`config.mk`:
```
export PLATFORM = sky130hd
export DESIGN_NAME = h264_sps_header_parser
export DESIGN_NICKNAME = d
export VERILOG_FILES = /design/src/hw/rtl/shp_pkg.sv /design/src/hw/rtl/h264_sps_header_parser.sv /design/src/hw/rtl/shp_queue.sv /design/src/hw/rtl/shp_parser.sv
export SDC_FILE = /design/constraint.sdc
export NUM_CORES = 1
export LEC_CHECK = 0
export ABC_AREA = 1
export BUFFER_PORTS_ARGS = -buffer_cell sky130_fd_sc_hd__buf_2
export CAP_MARGIN = 20
export CORE_MARGIN = 3
export CORE_UTILIZATION = 50
export DETAILED_ROUTE_END_ITERATION = 8
export PLACE_DENSITY = 0.7
export SLEW_MARGIN = 20
export SYNTH_ARGS = -nofsm -noshare
export SYNTH_HDL_FRONTEND = slang
export SYNTH_SLANG_ARGS = --single-unit
```
`constraint.sdc`:
```
create_clock -name clock -period 8.07 [get_ports clock]
set_input_delay 1.2105 -clock clock [delete_from_list [all_inputs] [get_ports clock]]
set_output_delay 1.2105 -clock clock [all_outputs]
set_load 0.03 [all_outputs]
```
`src/hw/rtl/shp_pkg.sv`:
```
// Shared types, codes and tables for the SPS header parser.
package shp_pkg;

   // number of element codes and idle phase marker
   localparam int unsigned NCODES = 90;
   localparam logic [6:0] PH_IDLE = 7'd127;

   // field kinds: fixed widths are 1..32, Golomb kinds above
   localparam logic [6:0] KUE = 7'd64;
   localparam logic [6:0] KSE = 7'd65;

   // limits
   localparam int unsigned MAX_POC_CYCLE     = 256;
   localparam int unsigned MAX_CPB_COUNT     = 32;
   localparam int unsigned MAX_LEADING_ZEROS = 32;
   localparam int unsigned RSP_FIFO_DEPTH    = 4;

   // presence flag bits
   localparam int unsigned F_LUMA = 0;
   localparam int unsigned F_NAL  = 1;
   localparam int unsigned F_VCL  = 2;

   // error codes
   localparam logic [1:0] ERR_NONE   = 2'd0;
   localparam logic [1:0] ERR_GOLOMB = 2'd1;
   localparam logic [1:0] ERR_DEPTH  = 2'd2;
   localparam logic [1:0] ERR_COUNT  = 2'd3;

   // element codes with special handling
   localparam logic [6:0] EC_PROFILE        = 7'd0;
   localparam logic [6:0] EC_SPS_ID         = 7'd7;
   localparam logic [6:0] EC_CHROMA_FORMAT  = 7'd8;
   localparam logic [6:0] EC_SEP_PLANE      = 7'd9;
   localparam logic [6:0] EC_DEPTH_LUMA     = 7'd10;
   localparam logic [6:0] EC_DEPTH_CHROMA   = 7'd11;
   localparam logic [6:0] EC_SCALING_MATRIX = 7'd13;
   localparam logic [6:0] EC_LIST_PRESENT   = 7'd14;
   localparam logic [6:0] EC_SCALE_VALUE    = 7'd15;
   localparam logic [6:0] EC_SCALE_FILL     = 7'd16;
   localparam logic [6:0] EC_LOG2_FRAME_NUM = 7'd17;
   localparam logic [6:0] EC_POC_TYPE       = 7'd18;
   localparam logic [6:0] EC_POC_LSB        = 7'd19;
   localparam logic [6:0] EC_DELTA_ZERO     = 7'd20;
   localparam logic [6:0] EC_POC_CYCLE      = 7'd23;
   localparam logic [6:0] EC_REF_OFFSET     = 7'd24;
   localparam logic [6:0] EC_MAX_REF        = 7'd25;
   localparam logic [6:0] EC_FRAME_MBS      = 7'd29;
   localparam logic [6:0] EC_MB_ADAPTIVE    = 7'd30;
   localparam logic [6:0] EC_DIRECT8X8      = 7'd31;
   localparam logic [6:0] EC_CROP           = 7'd32;
   localparam logic [6:0] EC_CROP_LEFT      = 7'd33;
   localparam logic [6:0] EC_VUI            = 7'd37;
   localparam logic [6:0] EC_ASPECT_PRESENT = 7'd38;
   localparam logic [6:0] EC_ASPECT_IDC     = 7'd39;
   localparam logic [6:0] EC_SAR_WIDTH      = 7'd40;
   localparam logic [6:0] EC_OVERSCAN       = 7'd42;
   localparam logic [6:0] EC_OVERSCAN_APPR  = 7'd43;
   localparam logic [6:0] EC_VIDEO_SIGNAL   = 7'd44;
   localparam logic [6:0] EC_VIDEO_FORMAT   = 7'd45;
   localparam logic [6:0] EC_COLOUR_DESC    = 7'd47;
   localparam logic [6:0] EC_COLOUR_PRIM    = 7'd48;
   localparam logic [6:0] EC_CHROMA_LOC     = 7'd51;
   localparam logic [6:0] EC_LOC_TOP        = 7'd52;
   localparam logic [6:0] EC_TIMING         = 7'd54;
   localparam logic [6:0] EC_UNITS_IN_TICK  = 7'd55;
   localparam logic [6:0] EC_NAL_HRD        = 7'd58;
   localparam logic [6:0] EC_NAL_CPB_CNT    = 7'd59;
   localparam logic [6:0] EC_NAL_BIT_RATE   = 7'd62;
   localparam logic [6:0] EC_NAL_CPB_SIZE   = 7'd63;
   localparam logic [6:0] EC_NAL_CBR        = 7'd64;
   localparam logic [6:0] EC_VCL_HRD        = 7'd69;
   localparam logic [6:0] EC_VCL_CPB_CNT    = 7'd70;
   localparam logic [6:0] EC_VCL_BIT_RATE   = 7'd73;
   localparam logic [6:0] EC_VCL_CPB_SIZE   = 7'd74;
   localparam logic [6:0] EC_VCL_CBR        = 7'd75;
   localparam logic [6:0] EC_LOW_DELAY      = 7'd80;
   localparam logic [6:0] EC_PIC_STRUCT     = 7'd81;
   localparam logic [6:0] EC_RESTRICTION    = 7'd82;
   localparam logic [6:0] EC_MAX_DEC_BUF    = 7'd89;

   // field kind per element code
   localparam logic [6:0] KIND_TAB [NCODES] = '{
      7'd8, 7'd1, 7'd1, 7'd1, 7'd1, 7'd4, 7'd8, KUE, KUE, 7'd1,
      KUE, KUE, 7'd1, 7'd1, 7'd1, KSE, 7'd0, KUE, KUE, KUE,
      7'd1, KSE, KSE, KUE, KSE, KUE, 7'd1, KUE, KUE, 7'd1,
      7'd1, 7'd1, 7'd1, KUE, KUE, KUE, KUE, 7'd1, 7'd1, 7'd8,
      7'd16, 7'd16, 7'd1, 7'd1, 7'd1, 7'd3, 7'd1, 7'd1, 7'd8, 7'd8,
      7'd8, 7'd1, KUE, KUE, 7'd1, 7'd32, 7'd32, 7'd1, 7'd1,
      KUE, 7'd4, 7'd4, KUE, KUE, 7'd1, 7'd5, 7'd5, 7'd5, 7'd5,
      7'd1,
      KUE, 7'd4, 7'd4, KUE, KUE, 7'd1, 7'd5, 7'd5, 7'd5, 7'd5,
      7'd1, 7'd1, 7'd1, 7'd1, KUE, KUE, KUE, KUE, KUE, KUE
   };

   // zigzag scans
   localparam logic [3:0] ZZ4 [16] = '{
      4'd0, 4'd1, 4'd4, 4'd8, 4'd5, 4'd2, 4'd3, 4'd6,
      4'd9, 4'd12, 4'd13, 4'd10, 4'd7, 4'd11, 4'd14, 4'd15
   };

   localparam logic [5:0] ZZ8 [64] = '{
      6'd0, 6'd1, 6'd8, 6'd16, 6'd9, 6'd2, 6'd3, 6'd10,
      6'd17, 6'd24, 6'd32, 6'd25, 6'd18, 6'd11, 6'd4, 6'd5,
      6'd12, 6'd19, 6'd26, 6'd33, 6'd40, 6'd48, 6'd41, 6'd34,
      6'd27, 6'd20, 6'd13, 6'd6, 6'd7, 6'd14, 6'd21, 6'd28,
      6'd35, 6'd42, 6'd49, 6'd56, 6'd57, 6'd50, 6'd43, 6'd36,
      6'd29, 6'd22, 6'd15, 6'd23, 6'd30, 6'd37, 6'd44, 6'd51,
      6'd58, 6'd59, 6'd52, 6'd45, 6'd38, 6'd31, 6'd39, 6'd46,
      6'd53, 6'd60, 6'd61, 6'd54, 6'd47, 6'd55, 6'd62, 6'd63
   };

   // one result beat
   typedef struct packed {
      logic [6:0]  code;
      logic [7:0]  index;
      logic [32:0] value;
      logic        use_default;
      logic        warning;
      logic [1:0]  error;
      logic        final_res;
   } rsp_type;

   // high fidelity profiles
   function automatic logic is_high(input logic [7:0] p);
      is_high = (p == 8'd100) || (p == 8'd110) || (p == 8'd122) ||
                (p == 8'd244) || (p == 8'd44);
   endfunction

endpackage

```
`src/hw/rtl/h264_sps_header_parser.sv`:
```
// Top level of the SPS header parser: bit front end and result queue.
//
//  channel | direction | handshake        | beat
//  req     | in        | valid / stall    | start_req, bit_value
//  rsp     | out       | valid / stall    | element_code .. final_res
//  csr     | in        | valid / ready    | max_bit_depth
//
// One payload bit per cycle unless stalled; an element's result enters the
// queue in the cycle its last bit is taken and can leave on the next cycle.
// The queue holds FIFO_DEPTH beats; req_stall rises only while it is full.
// Reset is synchronous; the parser idles until a bit with start_req.
module h264_sps_header_parser
   import shp_pkg::*;
#(
   parameter int unsigned FIFO_DEPTH = RSP_FIFO_DEPTH
) (
   input  logic               clock,
   input  logic               reset,
   input  logic               req_valid,
   output logic               req_stall,
   input  logic               req_start_req,
   input  logic               req_bit_value,
   output logic               rsp_valid,
   input  logic               rsp_stall,
   output logic [6:0]         rsp_element_code,
   output logic [7:0]         rsp_element_index,
   output logic signed [32:0] rsp_value,
   output logic               rsp_use_default,
   output logic               rsp_profile_warning,
   output logic [1:0]         rsp_error_code,
   output logic               rsp_final_res,
   input  logic               csr_valid,
   output logic               csr_ready,
   input  logic [4:0]         csr_max_bit_depth
);

   logic    full, bit_take, push;
   rsp_type push_data, head;

   assign csr_ready = 1'b1;
   assign req_stall = full;
   assign bit_take  = req_valid && !full;

   // front end
   shp_parser u_parser (
      .clock         (clock),
      .reset         (reset),
      .bit_take      (bit_take),
      .start_req     (req_start_req),
      .bit_value     (req_bit_value),
      .cfg_write     (csr_valid && csr_ready),
      .cfg_max_depth (csr_max_bit_depth),
      .rsp_push      (push),
      .rsp_data      (push_data)
   );

   // back end queue
   shp_queue #(.DEPTH(FIFO_DEPTH)) u_queue (
      .clock     (clock),
      .reset     (reset),
      .push      (push),
      .push_data (push_data),
      .pop       (rsp_valid && !rsp_stall),
      .full      (full),
      .not_empty (rsp_valid),
      .head      (head)
   );

   assign rsp_element_code    = head.code;
   assign rsp_element_index   = head.index;
   assign rsp_value           = head.value;
   assign rsp_use_default     = head.use_default;
   assign rsp_profile_warning = head.warning;
   assign rsp_error_code      = head.error;
   assign rsp_final_res       = head.final_res;

endmodule

```
`src/hw/rtl/shp_queue.sv`:
```
// Result queue between the bit parser and the result channel.
module shp_queue
   import shp_pkg::*;
#(
   parameter int unsigned DEPTH = RSP_FIFO_DEPTH
) (
   input  logic    clock,
   input  logic    reset,
   input  logic    push,
   input  rsp_type push_data,
   input  logic    pop,
   output logic    full,
   output logic    not_empty,
   output rsp_type head
);

   localparam int unsigned PW = (DEPTH > 1) ? $clog2(DEPTH) : 1;
   localparam int unsigned CW = $clog2(DEPTH + 1);

   rsp_type        mem_ff [DEPTH];
   logic [PW-1:0]  wr_ff, wr_in, rd_ff, rd_in;
   logic [CW-1:0]  cnt_ff, cnt_in;

   assign full      = (cnt_ff == CW'(DEPTH));
   assign not_empty = (cnt_ff != '0);
   assign head      = mem_ff[rd_ff];

   // pointer and count update
   always_comb begin
      wr_in  = wr_ff;
      rd_in  = rd_ff;
      cnt_in = cnt_ff;
      if (push) begin
         wr_in = (wr_ff == PW'(DEPTH - 1)) ? '0 : wr_ff + 1'b1;
      end
      if (pop) begin
         rd_in = (rd_ff == PW'(DEPTH - 1)) ? '0 : rd_ff + 1'b1;
      end
      if (push && !pop) begin
         cnt_in = cnt_ff + 1'b1;
      end else if (pop && !push) begin
         cnt_in = cnt_ff - 1'b1;
      end
   end

   always_ff @(posedge clock) begin
      if (reset) begin
         wr_ff  <= '0;
         rd_ff  <= '0;
         cnt_ff <= '0;
      end else begin
         wr_ff  <= wr_in;
         rd_ff  <= rd_in;
         cnt_ff <= cnt_in;
      end
   end

   // entry storage
   always_ff @(posedge clock) begin
      if (push) begin
         mem_ff[wr_ff] <= push_data;
      end
   end

endmodule

```
`src/hw/rtl/shp_parser.sv`:
```
// Front end: bit accumulator, Golomb decoder and syntax sequencer.
module shp_parser
   import shp_pkg::*;
(
   input  logic       clock,
   input  logic       reset,
   input  logic       bit_take,
   input  logic       start_req,
   input  logic       bit_value,
   input  logic       cfg_write,
   input  logic [4:0] cfg_max_depth,
   output logic       rsp_push,
   output rsp_type    rsp_data
);

   logic [6:0]  phase_ff, phase_in;
   logic [5:0]  lz_ff, lz_in;
   logic [32:0] acc_ff, acc_in;
   logic [5:0]  rem_ff, rem_in;
   logic [7:0]  prof_ff, prof_in;
   logic [1:0]  cf_ff, cf_in;
   logic [7:0]  lc_ff, lc_in;
   logic [7:0]  ll_ff, ll_in;
   logic [3:0]  ln_ff, ln_in;
   logic [5:0]  sp_ff, sp_in;
   logic [7:0]  ls_ff, ls_in;
   logic [2:0]  pf_ff, pf_in;
   logic [4:0]  mbd_ff;

   always_comb begin
      logic [6:0]  ph, kind, nxt, nkind, code;
      logic [5:0]  lz, rem, lz_n, rem_n, pos;
      logic [32:0] acc, acc_n, raw, sv, val;
      logic [7:0]  prof, lc, ll, ls, idx, ns;
      logic [1:0]  cf, err;
      logic [3:0]  ln, nl_num;
      logic [2:0]  pf;
      logic        done, dflt, warn, fin, size16;
      logic [6:0]  nl_code, pos_p1;

      ph = phase_ff; lz = lz_ff; acc = acc_ff; rem = rem_ff; prof = prof_ff;
      cf = cf_ff; lc = lc_ff; ll = ll_ff; ln = ln_ff; pos = sp_ff; ls = ls_ff;
      pf = pf_ff;
      acc_n = '0; rem_n = '0; lz_n = '0; raw = '0; done = 1'b0;
      nxt = '0; nkind = '0; code = '0; idx = '0; val = '0; ns = '0;
      dflt = 1'b0; warn = 1'b0; fin = 1'b0; err = ERR_NONE;

      // new set: cleared state at element 0
      if (start_req) begin
         ph = EC_PROFILE; lz = '0; acc = '0; rem = KIND_TAB[EC_PROFILE][5:0];
         prof = '0; cf = 2'd1; lc = '0; ll = '0; ln = '0; pos = '0;
         ls = 8'd8; pf = '0;
      end

      phase_in = phase_ff; lz_in = lz_ff; acc_in = acc_ff; rem_in = rem_ff;
      prof_in = prof_ff; cf_in = cf_ff; lc_in = lc_ff; ll_in = ll_ff;
      ln_in = ln_ff; sp_in = sp_ff; ls_in = ls_ff; pf_in = pf_ff;
      rsp_push = 1'b0;
      rsp_data = '0;

      kind    = (ph < 7'(NCODES)) ? KIND_TAB[ph] : '0;
      sv      = '0;
      size16  = (ln < 4'd6);
      nl_num  = ln + 4'd1;
      nl_code = (nl_num < ((cf == 2'd3) ? 4'd12 : 4'd8)) ?
                EC_LIST_PRESENT : EC_LOG2_FRAME_NUM;
      pos_p1  = {1'b0, pos} + 7'd1;

      if (bit_take && (start_req || (phase_ff < 7'(NCODES)))) begin
         phase_in = ph; lz_in = lz; acc_in = acc; rem_in = rem; prof_in = prof;
         cf_in = cf; lc_in = lc; ll_in = ll; ln_in = ln; sp_in = pos;
         ls_in = ls; pf_in = pf;

         // bit collection
         acc_n = {acc[31:0], bit_value};
         rem_n = (rem != '0) ? rem - 6'd1 : '0;
         if (kind < KUE) begin
            acc_in = acc_n;
            rem_in = rem_n;
            if (rem_n == '0) begin
               done = 1'b1;
               raw  = acc_n;
            end
         end else if (acc == '0) begin
            if (!bit_value) begin
               lz_n  = lz + 6'd1;
               lz_in = lz_n;
               if (lz_n >= 6'(MAX_LEADING_ZEROS)) begin
                  rsp_push           = 1'b1;
                  rsp_data.code      = ph;
                  rsp_data.error     = ERR_GOLOMB;
                  rsp_data.final_res = 1'b1;
                  phase_in           = PH_IDLE;
               end
            end else if (lz == '0) begin
               done = 1'b1;
            end else begin
               acc_in = 33'd1;
               rem_in = lz;
            end
         end else begin
            acc_in = acc_n;
            rem_in = rem_n;
            if (rem_n == '0) begin
               done = 1'b1;
               raw  = acc_n - 33'd1;
            end
         end

         // element finished
         if (done) begin
            code = ph;
            nxt  = ph + 7'd1;
            sv   = raw[0] ? ({1'b0, raw[32:1]} + 33'd1) : (33'd0 - {1'b0, raw[32:1]});
            val  = (kind == KSE) ? sv : raw;
            case (ph)
               EC_PROFILE: begin
                  prof_in = raw[7:0];
                  warn = !(is_high(raw[7:0]) || raw[7:0] == 8'd66 ||
                           raw[7:0] == 8'd77 || raw[7:0] == 8'd88);
               end
               EC_SPS_ID: nxt = is_high(prof) ? EC_CHROMA_FORMAT : EC_LOG2_FRAME_NUM;
               EC_CHROMA_FORMAT: begin
                  cf_in = (raw <= 33'd3) ? raw[1:0] : 2'd0;
                  nxt   = (raw == 33'd3) ? EC_SEP_PLANE : EC_DEPTH_LUMA;
               end
               EC_DEPTH_LUMA: begin
                  if (({1'b0, raw} + 34'd8) > {29'd0, mbd_ff}) pf_in[F_LUMA] = 1'b1;
               end
               EC_DEPTH_CHROMA: begin
                  if (pf[F_LUMA] || (({1'b0, raw} + 34'd8) > {29'd0, mbd_ff}))
                     err = ERR_DEPTH;
               end
               EC_SCALING_MATRIX: begin
                  ln_in = '0;
                  nxt   = (raw != '0) ? EC_LIST_PRESENT : EC_LOG2_FRAME_NUM;
               end
               EC_LIST_PRESENT: begin
                  idx = {4'd0, ln};
                  if (raw != '0) begin
                     sp_in = '0; ls_in = 8'd8; nxt = EC_SCALE_VALUE;
                  end else begin
                     ln_in = nl_num; nxt = nl_code;
                  end
               end
               EC_SCALE_VALUE: begin
                  ns   = ls + sv[7:0];
                  dflt = (pos == '0) && (ns == '0);
                  if (ns == '0) begin
                     code  = EC_SCALE_FILL;
                     idx   = {2'd0, pos};
                     val   = {25'd0, ls};
                     ln_in = nl_num;
                     nxt   = nl_code;
                  end else begin
                     idx   = size16 ? {4'd0, ZZ4[pos[3:0]]} : {2'd0, ZZ8[pos]};
                     val   = {25'd0, ns};
                     ls_in = ns;
                     if (pos_p1 >= (size16 ? 7'd16 : 7'd64)) begin
                        ln_in = nl_num; nxt = nl_code;
                     end else begin
                        sp_in = pos_p1[5:0]; nxt = EC_SCALE_VALUE;
                     end
                  end
               end
               EC_POC_TYPE: begin
                  nxt = (raw == 33'd0) ? EC_POC_LSB :
                        (raw == 33'd1) ? EC_DELTA_ZERO : EC_MAX_REF;
               end
               EC_POC_LSB: nxt = EC_MAX_REF;
               EC_POC_CYCLE: begin
                  if (raw > 33'(MAX_POC_CYCLE)) begin
                     err = ERR_COUNT;
                  end else if (raw == '0) begin
                     nxt = EC_MAX_REF;
                  end else begin
                     lc_in = '0; ll_in = raw[7:0] - 8'd1; nxt = EC_REF_OFFSET;
                  end
               end
               EC_REF_OFFSET: begin
                  idx = lc;
                  if (lc >= ll) begin
                     nxt = EC_MAX_REF;
                  end else begin
                     lc_in = lc + 8'd1; nxt = EC_REF_OFFSET;
                  end
               end
               EC_FRAME_MBS: nxt = (raw != '0) ? EC_DIRECT8X8 : EC_MB_ADAPTIVE;
               EC_CROP:      nxt = (raw != '0) ? EC_CROP_LEFT : EC_VUI;
               EC_VUI:       fin = (raw == '0);
               EC_ASPECT_PRESENT: nxt = (raw != '0) ? EC_ASPECT_IDC : EC_OVERSCAN;
               EC_ASPECT_IDC: nxt = (raw == 33'd255) ? EC_SAR_WIDTH : EC_OVERSCAN;
               EC_OVERSCAN: nxt = (raw != '0) ? EC_OVERSCAN_APPR : EC_VIDEO_SIGNAL;
               EC_VIDEO_SIGNAL: nxt = (raw != '0) ? EC_VIDEO_FORMAT : EC_CHROMA_LOC;
               EC_COLOUR_DESC: nxt = (raw != '0) ? EC_COLOUR_PRIM : EC_CHROMA_LOC;
               EC_CHROMA_LOC: nxt = (raw != '0) ? EC_LOC_TOP : EC_TIMING;
               EC_TIMING:     nxt = (raw != '0) ? EC_UNITS_IN_TICK : EC_NAL_HRD;
               EC_NAL_HRD: begin
                  if (raw != '0) pf_in[F_NAL] = 1'b1;
                  nxt = (raw != '0) ? EC_NAL_CPB_CNT : EC_VCL_HRD;
               end
               EC_NAL_CPB_CNT, EC_VCL_CPB_CNT: begin
                  if (raw > 33'(MAX_CPB_COUNT - 1)) begin
                     err = ERR_COUNT;
                  end else begin
                     lc_in = '0; ll_in = raw[7:0];
                  end
               end
               EC_NAL_BIT_RATE, EC_NAL_CPB_SIZE, EC_VCL_BIT_RATE, EC_VCL_CPB_SIZE:
                  idx = lc;
               EC_NAL_CBR, EC_VCL_CBR: begin
                  idx = lc;
                  if (lc < ll) begin
                     lc_in = lc + 8'd1; nxt = ph - 7'd2;
                  end
               end
               EC_VCL_HRD: begin
                  if (raw != '0) pf_in[F_VCL] = 1'b1;
                  nxt = (raw != '0) ? EC_VCL_CPB_CNT :
                        (pf[F_NAL] ? EC_LOW_DELAY : EC_PIC_STRUCT);
               end
               EC_RESTRICTION: fin = (raw == '0);
               EC_MAX_DEC_BUF: fin = 1'b1;
               default: ;
            endcase
            if (err != ERR_NONE) fin = 1'b1;

            rsp_push             = 1'b1;
            rsp_data.code        = code;
            rsp_data.index       = idx;
            rsp_data.value       = val;
            rsp_data.use_default = dflt;
            rsp_data.warning     = warn;
            rsp_data.error       = err;
            rsp_data.final_res   = fin;

            // advance to the next element
            if (fin || (nxt >= 7'(NCODES))) begin
               phase_in = PH_IDLE;
            end else begin
               nkind    = KIND_TAB[nxt];
               phase_in = nxt;
               lz_in    = '0;
               acc_in   = '0;
               rem_in   = (nkind <= 7'd32) ? nkind[5:0] : '0;
            end
         end
      end
   end

   always_ff @(posedge clock) begin
      if (reset) begin
         phase_ff <= PH_IDLE;
         lz_ff    <= '0;
         acc_ff   <= '0;
         rem_ff   <= '0;
         prof_ff  <= '0;
         cf_ff    <= 2'd1;
         lc_ff    <= '0;
         ll_ff    <= '0;
         ln_ff    <= '0;
         sp_ff    <= '0;
         ls_ff    <= 8'd8;
         pf_ff    <= '0;
         mbd_ff   <= 5'd16;
      end else begin
         phase_ff <= phase_in;
         lz_ff    <= lz_in;
         acc_ff   <= acc_in;
         rem_ff   <= rem_in;
         prof_ff  <= prof_in;
         cf_ff    <= cf_in;
         lc_ff    <= lc_in;
         ll_ff    <= ll_in;
         ln_ff    <= ln_in;
         sp_ff    <= sp_in;
         ls_ff    <= ls_in;
         pf_ff    <= pf_in;
         if (cfg_write) mbd_ff <= cfg_max_depth;
      end
   end

endmodule

```
# After elaboration in Yosys (flattened, before gate mapping)
# Memories as Yosys holds them, arrays and structs flattened. A register that Yosys moved wholly into a read port is not among the register bits.
# Index checks and enable logic that the tools add are counted.
# op_classes
reduce_logical	41
bitwise	4
add_sub_neg	17
n_mux	170
n_eq_ne	54
magnitude_cmp	19
# ops
operator	n
2-to-1 mux 33 bit	15
2-to-1 mux 7 bit	29
2-to-1 mux 8 bit	21
one-hot mux 7 bit (21 select lines)	1
2-to-1 mux 6 bit	23
2-to-1 mux 53 bit	2
== test 7 x 6 -> 1 bit, second input constant	13
== test 8 x 7 -> 1 bit, second input constant	9
logical NOT 33 bit	2
== test 7 bit, second input constant	9
== test 7 x 4 -> 1 bit, second input constant	6
2-to-1 mux 4 bit	10
2-to-1 mux 2 bit	18
== test 7 x 5 -> 1 bit, second input constant	5
adder 33 x 4 -> 34 bit, second input constant	1
> comparator 34 x 5 -> 1 bit	1
adder 32 x 1 -> 33 bit, second input constant	1
== test 33 x 1 -> 1 bit, second input constant	1
== test 33 x 2 -> 1 bit, second input constant	1
== test 33 x 8 -> 1 bit, second input constant	1
> comparator 33 x 5 -> 1 bit, second input constant	1
> comparator 33 x 9 -> 1 bit, second input constant	1
less-or-equal comparator 33 x 2 -> 1 bit, second input constant	1
nonzero test 33 bit	1
other kinds (54)	132
# totals
ram_bits	212
elab_cells	326
romBits	2240
inputBits	12
memories	5
ff_bits	111
# memory_table
name	depth	width	read_ports	rd_ports_with_merged_regs	write_ports	line_no	rtl
(name not given)	128	7	1	0	0	shp_parser.sv:61	kind = (ph < 7'(NCODES)) ? KIND_TAB[ph] : '0;
(name not given)	128	7	1	0	0	shp_parser.sv:241	nkind = KIND_TAB[nxt];
(name not given)	64	6	1	0	0	shp_parser.sv:156	idx = size16 ? {4'd0, ZZ4[pos[3:0]]} : {2'd0, ZZ8[pos]};
u_queue.mem_ff	4	53	1	1	1	shp_queue.sv:20	rsp_type mem_ff [DEPTH];
(name not given)	16	4	1	0	0	shp_parser.sv:156	

# Longest topological paths before layout
# logic_depth
depth_word	25
ltp_mapped	55
mapped_depth_nobuf	52

# Modules after synthesis
# From an unflattened synthesis, not the netlist that was laid out.
# hier_totals
hier_cells	3263
hier_area_um2	23797.8
# modules_own_cells
mod	area_per_inst_um2	cells_per_inst	n_inst	seq_area_each_um2
shp_parser	15270.9	2684	1	2062.0
shp_queue	8495.6	573	1	6546.3
h264_sps_header_parser	31.3	6	1	0.0

# Least setup slack after synthesis
# OpenSTA, ideal clock, no wires.
# synth_timing
kind	input to register
from	input port req_start_req
to	memory u_queue.mem_ff[0][0] (netlist name), enable pin
path_stages	22
path_slack_ns	0.760
setup_time_ns	0.464
t_arrival_ns	6.846
required_time_ns	7.606
path_cell_list	buf_6 inv_6 buf_6 nand2_1 inv_1 ha_1 ha_1 inv_1 nor2_1 nor2_1 nand2_1 nand3_1 nand2_1 nand2_4 buf_2 buf_2 nor2_1 clkinv_1 o31ai_1 nand2_1 clkbuf_1 nor2_1
# synth_via
elab_chain_cells	13
elab_cells_between_ends	35
classes_between	2 x add/sub; 3 x order compare; 22 x mux; 1 x bitwise; 6 x reduce/logical; 1 x memory
# synth_lines
item	line_no	rtl
start, declared	h264_sps_header_parser.sv:21	input logic req_start_req,
2-to-1 mux 7 bit	shp_parser.sv:49	if (start_req) begin
NOT 7 -> 8 bit (not written as such)	shp_parser.sv:61	
memory read (128 x 7 bit)	--	
2-to-1 mux 7 bit (not written as such) (2 in a row)	shp_parser.sv:61	
2-to-1 mux 7 bit	shp_parser.sv:61	
less-than comparator 7 bit	shp_parser.sv:77	if (kind < KUE) begin
2-to-1 mux 1 bit	shp_parser.sv:77	
2-to-1 mux 1 bit	shp_parser.sv:69	if (bit_take && (start_req || (phase_ff < 7'(NCODES)))) begin
2-to-1 mux 1 bit	shp_parser.sv:111	if (done) begin
2-to-1 mux 1 bit (*)	shp_parser.sv:69	
2-to-1 mux 1 bit (*)	shp_queue.sv:60	if (push) begin
2-to-1 mux 1 bit (not written as such) (*)	shp_queue.sv:61	mem_ff[wr_ff] <= push_data;
end, declared	shp_queue.sv:20	
# Every way passes the cells marked *; elsewhere a longest branch is shown, timed or not. The select of a mux whose other input is x is not followed.

# Worst setup path after layout
# layout_timing
from	input port req_start_req
to	register u_parser.rem_ff[3]
# layout_via
elab_chain_cells	25
elab_cells_between_ends	159
classes_between	10 x add/sub; 12 x order compare; 37 x eq/ne; 77 x mux; 2 x bitwise; 19 x reduce/logical; 2 x memory
# layout_lines
item	line_no	rtl
2-to-1 mux 7 bit	shp_parser.sv:49	
NOT 7 -> 8 bit (not written as such)	shp_parser.sv:61	
memory read (128 x 7 bit)	--	
2-to-1 mux 7 bit (not written as such) (2 in a row)	shp_parser.sv:61	
2-to-1 mux 7 bit	shp_parser.sv:61	
less-than comparator 7 bit	shp_parser.sv:77	
2-to-1 mux 33 bit	shp_parser.sv:77	
2-to-1 mux 33 bit	shp_parser.sv:69	
(+7 left out)	--	
2-to-1 mux 7 bit	shp_parser.sv:69	
NOT 7 -> 8 bit (not written as such)	shp_parser.sv:241	
memory read (128 x 7 bit)	--	
2-to-1 mux 7 bit (not written as such) (2 in a row)	shp_parser.sv:241	
less-or-equal comparator 7 x 6 -> 1 bit	shp_parser.sv:245	rem_in = (nkind <= 7'd32) ? nkind[5:0] : '0;
2-to-1 mux 6 bit	shp_parser.sv:245	
2-to-1 mux 6 bit	shp_parser.sv:238	if (fin || (nxt >= 7'(NCODES))) begin
2-to-1 mux 6 bit	shp_parser.sv:111	
end signal, assigned	shp_parser.sv:270	rem_ff <= rem_in;
end, declared	shp_parser.sv:19	logic [5:0] rem_ff, rem_in;
# Several ways; a longest one is shown, not always the timed one. The select of a mux whose other input is x is not followed.
# A chain may end at the register's enable or synchronous reset.

==> qor.yml <==
routing:
  wl_met3_mm: 6.036
  final_antenna_net_count: 0
  drt_iter0_drc: 2486
  routed.top_layer: "met4"
  routed-wl-met2_mm: 34.92
  dr.pass1.iters: 6
  met1_length_mm: 33.79
  avgRoutedWirePerCell_microns: 19.56
  drc: 0
  wl_mm: 76.95
  viasPerCell: 5.939
  dr_total_vias: 23360
power_and_ir_drop:
  p_leak_uw: 0.01091
  peakVddDrop_mv: 0.3201
  power-per-cell-area_mw_per_mm2: 307.7
  power_uw: 7866
timing:
  max_slew.worst_pin.slew_ns: 1.029
  rsz0062_at_grt: "no"
  finalHoldViolCount: 0
  min_period_ns: 7.393
  finalSetupTns_ns: 0
  finalClockSkew_ns: 0.02897
  slew-limit-headroom_pct: 31.38
  finalWorstSetupSlack_ns: 0.6773
  period_share_pct: 91.61
  setup_violations: 0
  finalMaxSlewViolations: 0
  max_freq_mhz: 135.3
global_route:
  grt_pass1_wl_mm: 120.6
  grt-ovfl-total: 0
  antenna_found_initial: 1
  grt_use_total_pct: 30.00
  grt_start_max_net_pins: 109
  grt_pass1_vias: 21720
critical_path:
  regToRegStartpoint: "u_parser.phase_ff[3]"
  worstPathRequired_ns: 8.50
  critPathSlowestCell: "ha_1"
  critical_path_depth: 47
  cp_top_family: "simple AND/OR/NAND/NOR gates"
  path_max_fanout: 28
  start_kind: "input pin"
  ff2ff_path_depth: 45
  arrival_ns: 7.82
  crit_end: "u_parser.rem_ff[3]"
  crit_start: "req_start_req"
  crit_buf_inv: 11
  crit_path_max_incr_delay_ns: 0.35
  r2r_slack_ns: 1.10
  r2r_end: "u_parser.rem_ff[3]"
  critPathMostFrequentCell: "nand2_1"
  crit_type: "in2reg"
  end_kind: "flop"
placed_design:
  dp_cells: 3865
  dp_hpwl_mm: 56.17
  gp_congestion: 1.040
  io_buffers: 66
  place_worst_setup_slack_ns: 0.09435
clocking:
  cts_max_level: 2
  cts_tree: "built"
  cts_root_buf: "clkbuf_16"
  cts_num_sinks: 324
  path_clk_slew_ns: 0.07
  clock_latency_ns: 0.57
  cts_buffer_depth: 3
  cts_buffers: 38
logic_synthesis:
  synth_cells: 3291
  ys_types: 66
  synthTopCellsByCount: "nand2_1 (665), nor2_1 (437), o21ai_0 (342)"
  synth_seq_cells: 324
  synthArstFlopShare_pct: 0
  yosysMostFrequentCell: "nand2_1"
  synthFlopType: "edfxtp_1"
  ys_seq_area_share_pct: 36.60
  yosysTopAreaCell: "edfxtp_1"
  synth.area.top_cells: "edfxtp_1 (27%), nand2_1 (11%), dfxtp_1 (9.5%)"
  avgSynthCellArea_sq_um: 7.146
  synth_nets: 3382
  synth_edf_count: 212
  yosys.area.top_type_share_pct: 27.07
  ys.warnings.count: 0
  synth_area_sq_mm: 0.02352
floorplan:
  core_area_sq_mm: 0.04597
  pin_count: 68
  chipHeight_microns: 222.9
  start_util_pct: 51.17
  die_w_microns: 222.9
  die_area_sq_mm: 0.04968
  row_count: 78
cells_and_area:
  drive_gt1_share_pct: 9.808
  antenna_cells: 0
  n_fill_cell: 4443
  fin_nets: 3396
  syn_to_final_growth_pct: 8.704
  fin_cells: 3934
flow_run:
  max-cap-violations: 0
hold_path:
  hp-class: "reg2reg"
run_status:
  status: "finished, final reports clean"
final cells by class:
cell class / count / area, sq um / share of cell area, %
clock buffers: 46 / 991.0 / 3.876
clock inverters: 23 / 244.0 / 0.9543
inverters: 369 / 1390 / 5.437
multi-input cells: 2457 / 12830 / 50.18
flip-flops and latches: 324 / 8610 / 33.68
well taps: 600 / 750.7 / 2.936
repair buffers: 115 / 752.0 / 2.941
cells by family after synthesis:
kind of cell	after synthesis	synth area share [%]
buf+inv	510	8.991
xor+xnor	66	2.458
fa+ha+maj	79	4.267
flops	324	36.60
other cells	1	0.01594
compound gates	775	18.79
simple gates	1536	28.88
through the flow:
step / cell area (sq um) / utilization [%] / hold WS (ns)
floorplan: 23520 / - / 0.4391
global placement: 24330 / 52.92 / 0.4522
detailed placement: 24330 / 52.92 / 0.4562
CTS: 25560 / 55.61 / 0.4646
global route: 25570 / 55.62 / 0.4811
finish: 25570 / 55.62 / 0.4650
how the worst min path moves through the flow:
| stage | start | to | slack (ns) | depth (start not counted) |
|---|---|---|---|---|
| after floorplan | u_parser.ll_ff[2] | u_parser.ll_ff[2] | 0.44 | 2 |
| after global placement | u_parser.prof_ff[7] | u_parser.prof_ff[7] | 0.45 | 2 |
| after detailed placement | u_parser.ll_ff[2] | u_parser.ll_ff[2] | 0.46 | 2 |
| after CTS | u_parser.ll_ff[2] | u_parser.ll_ff[2] | 0.46 | 2 |
| final | u_parser.lc_ff[2] | u_parser.lc_ff[2] | 0.46 | 2 |
| after global routing | u_parser.ls_ff[0] | u_parser.ls_ff[0] | 0.48 | 2 |
state kept, by name, indices dropped and copies added (netlist names), named ones only:
| name | count |
|---|---|
| u_parser.ln_ff | 4 |
| u_parser.mbd_ff | 5 |
| u_parser.sp_ff | 6 |
| u_queue.mem_ff | 212 |
| u_parser.lc_ff | 8 |
| u_queue.cnt_ff | 3 |
| u_parser.acc_ff | 33 |
| u_parser.pf_ff | 2 |
| u_parser.phase_ff | 7 |
| u_parser.ll_ff | 8 |
| u_parser.rem_ff | 6 |
| u_parser.prof_ff | 8 |
| u_parser.lz_ff | 6 |
| u_parser.cf_ff | 2 |
| u_queue.wr_ff | 2 |
| u_parser.ls_ff | 8 |
| u_queue.rd_ff | 2 |
per-layer routing:
| layer | vias up | track usage, % |
|---|---|---|
| met2 | 1108 | 47.65 |
| met3 | 147 | 3.776 |
| li1 | 11210 | - |
| met5 | - | 0 |
| met1 | 10900 | 42.90 |
| met4 | 0 | 9.270 |
worst reg2reg max path: cells and delay by family, from the launching register on:
family                   cells  cell delay [ns]
AND/OR/NAND/NOR             23             2.55
AO/OA/AOI/OAI                8             1.28
buffers and inverters        9             1.13
adder cells (fa/ha/maj)      3             0.83
flip-flops                   1             0.68
XOR/XNOR                     2             0.37
placed cells by master (no fill, tap or decap), types with 16 or more instances in the layout:
cell / synthesis / layout
nand2_2: 41 / 42
nor2_2: 25 / 25
xor2_1: 61 / 61
buf_4: 9 / 44
ha_1: 77 / 77
clkbuf_16: 0 / 38
edfxtp_1: 212 / 212
a21oi_1: 195 / 195
dfxtp_1: 112 / 111
nand4_1: 66 / 66
o21ai_0: 342 / 342
inv_2: 19 / 22
o21ai_1: 16 / 16
a31oi_1: 17 / 17
o211ai_1: 32 / 32
inv_1: 340 / 338
buf_2: 20 / 66
o22ai_1: 74 / 74
nand3_1: 199 / 199
nand2_1: 665 / 664
nor3_1: 34 / 34
nor2_1: 437 / 433
nor2_4: 14 / 18
where the power goes:
part	switching [uW]	internal, uW
sequential	119	1940
clock	708	983
combinational	2990	1130
repair_timing:
action,CTS,global route
resized for setup,0,1
buffers inserted,0,0
endpoints found under the setup margin,0,1
hold buffers,0,0
Note: power is estimated with default switching activity, not from simulation.
